===== src/hdl/lcs_ram.sv =====
`default_nettype none
module lcs_ram #(
    parameter int WIDTH = 16,
    parameter int DEPTH = 64,
    localparam int AW = (DEPTH > 1) ? $clog2(DEPTH) : 1
) (
    input  wire logic             i_clk,
    input  wire logic             i_we,
    input  wire logic [AW-1:0]    i_waddr,
    input  wire logic [WIDTH-1:0] i_wdata,
    input  wire logic [AW-1:0]    i_raddr,
    output logic      [WIDTH-1:0] o_rdata
);

    logic [WIDTH-1:0] r_mem [DEPTH];
    logic [WIDTH-1:0] r_rdata;

    always_ff @(posedge i_clk) begin
        if (i_we) begin
            r_mem[i_waddr] <= i_wdata;
        end
        r_rdata <= r_mem[i_raddr];
    end

    assign o_rdata = r_rdata;

endmodule
`default_nettype wire


===== config.mk =====
export PLATFORM = sky130hd
export DESIGN_NAME = lcs_ram
export DESIGN_NICKNAME = d
export VERILOG_FILES = /design/src/hdl/lcs_ram.sv
export SDC_FILE = /design/constraint.sdc
export NUM_CORES = 1
export LEC_CHECK = 0
export BUFFER_PORTS_ARGS = -buffer_cell sky130_fd_sc_hd__buf_4
export CELL_PAD_IN_SITES_DETAIL_PLACEMENT = 0
export CELL_PAD_IN_SITES_GLOBAL_PLACEMENT = 1
export CORE_ASPECT_RATIO = 1.1
export CORE_MARGIN = 2
export CORE_UTILIZATION = 50
export CTS_CLUSTER_SIZE = 28
export DETAILED_ROUTE_END_ITERATION = 16
export GPL_ROUTABILITY_DRIVEN = 0
export PLACE_DENSITY = 0.78
export SLEW_MARGIN = 20
export SYNTH_ARGS = -nofsm -noshare
export SYNTH_HDL_FRONTEND = slang
export SYNTH_SLANG_ARGS = --single-unit

===== constraint.sdc =====
create_clock -name i_clk -period 2.8 [get_ports i_clk]
set_input_delay 0.56 -clock i_clk [delete_from_list [all_inputs] [get_ports i_clk]]
set_output_delay 0.56 -clock i_clk [all_outputs]
set_load 0.005 [all_outputs]

==> impl_metrics.tcl <==
set metrics [dict create \
    status "finished, final reports clean" \
    drcViolationCount 0 \
    die_w_um 274 \
    clk_pin_slew_ps 60 \
    ir_drop_mv 0.536 \
    finalCritPeriodShare_pct 81.2 \
    r2r-start "r_mem[11][13]" \
    htreeDepth 3 \
    worstSetupPathType "in2reg" \
    gr-max-usage-layer "met2" \
    wirelength_um 94900 \
    holdBufCountCts 0 \
    grt_util_met1_pct 33.2 \
    core_area_um2 79100 \
    dieHeight_um 301 \
    cts_tree "built" \
    crit_chain "buf_8, buf_12, buf_4, mux4_2, mux2_2, nand2_1, nand4_1, and4_1" \
    grt_max_degree 65 \
    hold_depth 2 \
    antenna_found_initial 3 \
    clockRootBuffer "clkbuf_16" \
    grt_pass1_vias 19736 \
    synth_cell_types 43 \
    hpwl_um 57700 \
    mostFrequentLayoutCells "edfxtp_1, mux4_2, buf_4" \
    use_met3_pct 3.56 \
    crit_slowest_cell "mux4_2" \
    final_nets 2084 \
    tightest_slew_ps 888 \
    start_kind "input port" \
    vias 19455 \
    clk_latency_ps 670 \
    synthCells 1829 \
    required_ps 3360 \
    powerDensity_nw_per_um2 702 \
    p_leak_nw 14.7 \
    setup_viol 0 \
    synth_async_sr_flop_share_pct 0 \
    p_total_w 0.0321 \
    yosysSeqAreaShare_pct 77.6 \
    rows 108 \
    hold_viol 0 \
    num_io_pins 46 \
    synthFlopType "edfxtp_1" \
    dieArea_um2 82400 \
    worst_ep_arrival_time_ps 2840 \
    clk_path_buf_depth 3 \
    slowest_delay_ps 530 \
    r2r-end "o_rdata[13]" \
    hold_path_end "r_mem[49][7]" \
    synth-warning-count 0 \
    synth_nets 1859 \
    drv_slew 0 \
    drt_iter0_markers 2508 \
    period_needed_ps 2270 \
    viasPerCell 6.11 \
    drive_gt1_share_pct 29.3 \
    cap_violations 0 \
    dp_cells 2998 \
    relSlewSlack_pct 40.8 \
    mostFrequentLayoutCell "edfxtp_1" \
    area_growth_pct 14.3 \
    cts_made_buffers 99 \
    ant_nets 0 \
    synth_seq_cells 1040 \
    avgSynthCellArea_um2 21.9 \
    max_clock_freq_mhz 440 \
    min-delay-path-class "in2reg" \
    cp_max_fo 22 \
    ff2ff_path_depth 5 \
    min-delay-start "i_waddr[2]" \
    synth_edf_count 1024 \
    start_util_pct 50.7 \
    r2r_setup_slack_ps 710 \
    grtUsageMet2_pct 37.7 \
    end_kind "flip-flop" \
    fin_cells 3184 \
    io_buffer_count 45 \
    cts_resized 0 \
    cts_setup_buffers 0 \
    n_fill_cell 5603 \
    drt_first_pass_iters 5 \
    mappedNetlistArea_um2 40000 \
    wire_per_inst_um 29.8 \
    rsz0062_at_grt "no" \
    fin_skew_ps 34.3 \
    cts_sinks 1040 \
    grt_use_total_pct 23.5 \
    grt_pass1_wl_um 138000 \
    overflow 0 \
]
[power by group]
group / internal (W) / switching, W / leakage [nW]
clock network: 0.00747 / 0.00563 / 1.56
logic: 0.000677 / 0.00104 / 3.81
registers: 0.0172 / 0.0000636 / 9.35
[synthesized netlist by cell type, types with 2 or more instances]
master,instances,area (um^2)
clkbuf_1,24,90.1
clkbuf_2,2,10.0
nor3_1,2,10.0
buf_4,13,97.6
a221o_1,6,60.1
a211oi_1,8,60.1
mux4_1,4,105
nand3b_1,2,15.0
a211o_1,8,70.1
nor2_2,2,12.5
buf_8,3,45.0
o21ai_0,5,25.0
nor4_2,3,37.5
buf_1,3,11.3
a22oi_1,39,293
nor2_1,72,270
a22o_1,6,52.6
mux2i_1,85,851
a311oi_1,8,70.1
buf_6,17,191
a31oi_1,8,50.1
nand3_1,24,120
buf_12,5,100
nand2_1,59,221
and4_1,5,43.8
nor2b_1,30,188
a221oi_1,16,140
mux2_2,27,304
o21ai_1,3,15.0
edfxtp_1,1024,30700
a21oi_1,17,85.1
buf_2,36,180
mux4_2,220,4950
nand4_1,12,75.1
nand2b_1,3,18.8
a41oi_1,5,43.8
and2_1,2,12.5
dfxtp_1,16,320
[worst max path at each step]
stage / startpoint / to
CTS: i_raddr[0] / o_rdata[14]
finish: i_raddr[0] / o_rdata[12]
global placement: i_raddr[0] / o_rdata[14]
detailed placement: i_raddr[0] / o_rdata[14]
global route: i_raddr[0] / o_rdata[12]
floorplan: i_waddr[3] / r_mem[48][0]
[critical path: cells and delay by family]
family | cells | cell delay (ps)
muxes | 2 | 800
and+or+nand+nor | 3 | 730
buffers and inverters | 3 | 700
[flip-flops by register name, indices dropped and copies added (netlist names)]
register	cells
r_mem	1024
o_rdata	16
[layout make-up]
type | instances | area, um^2 | share of cell area (%)
sequential | 1040 | 31100 | 67.9
clock inverter | 57 | 495 | 1.08
clock buffer | 127 | 2710 | 5.91
multi-input combinational | 685 | 8250 | 18.0
antenna | 2 | 5.00 | 0.0109
timing repair buffer | 228 | 1930 | 4.22
tap | 1045 | 1310 | 2.86
[per-layer routing]
metal / share of wire [%] / wire, um
met3: 8.1 / 7650
met5: 0.042 / 40
met4: 3.1 / 2950
met1: 39 / 37400
met2: 49 / 46900
[through the flow]
step | hold WS, ps | util, % | TNS (ps) | area, um^2 | setup WS (ps)
global route | 268 | 57.9 | 0 | 45800 | 464
global placement | 882 | 53.8 | -318 | 42600 | -137
detailed placement | 904 | 53.8 | -313 | 42600 | -142
floorplan | 659 | - | 0 | 40000 | 205
finish | 269 | 57.9 | 0 | 45800 | 525
CTS | 239 | 57.9 | 0 | 45800 | 565
[kinds of logic after synthesis]
kind of cell	count (synthesis)	share of synthesized area, %
buffers and inverters	104	1.83
AO/OA/AOI/OAI	129	2.41
flip-flops	1040	77.6
multiplexers	336	15.5
AND/OR/NAND/NOR	220	2.65
(Power assumes the default switching activity.)
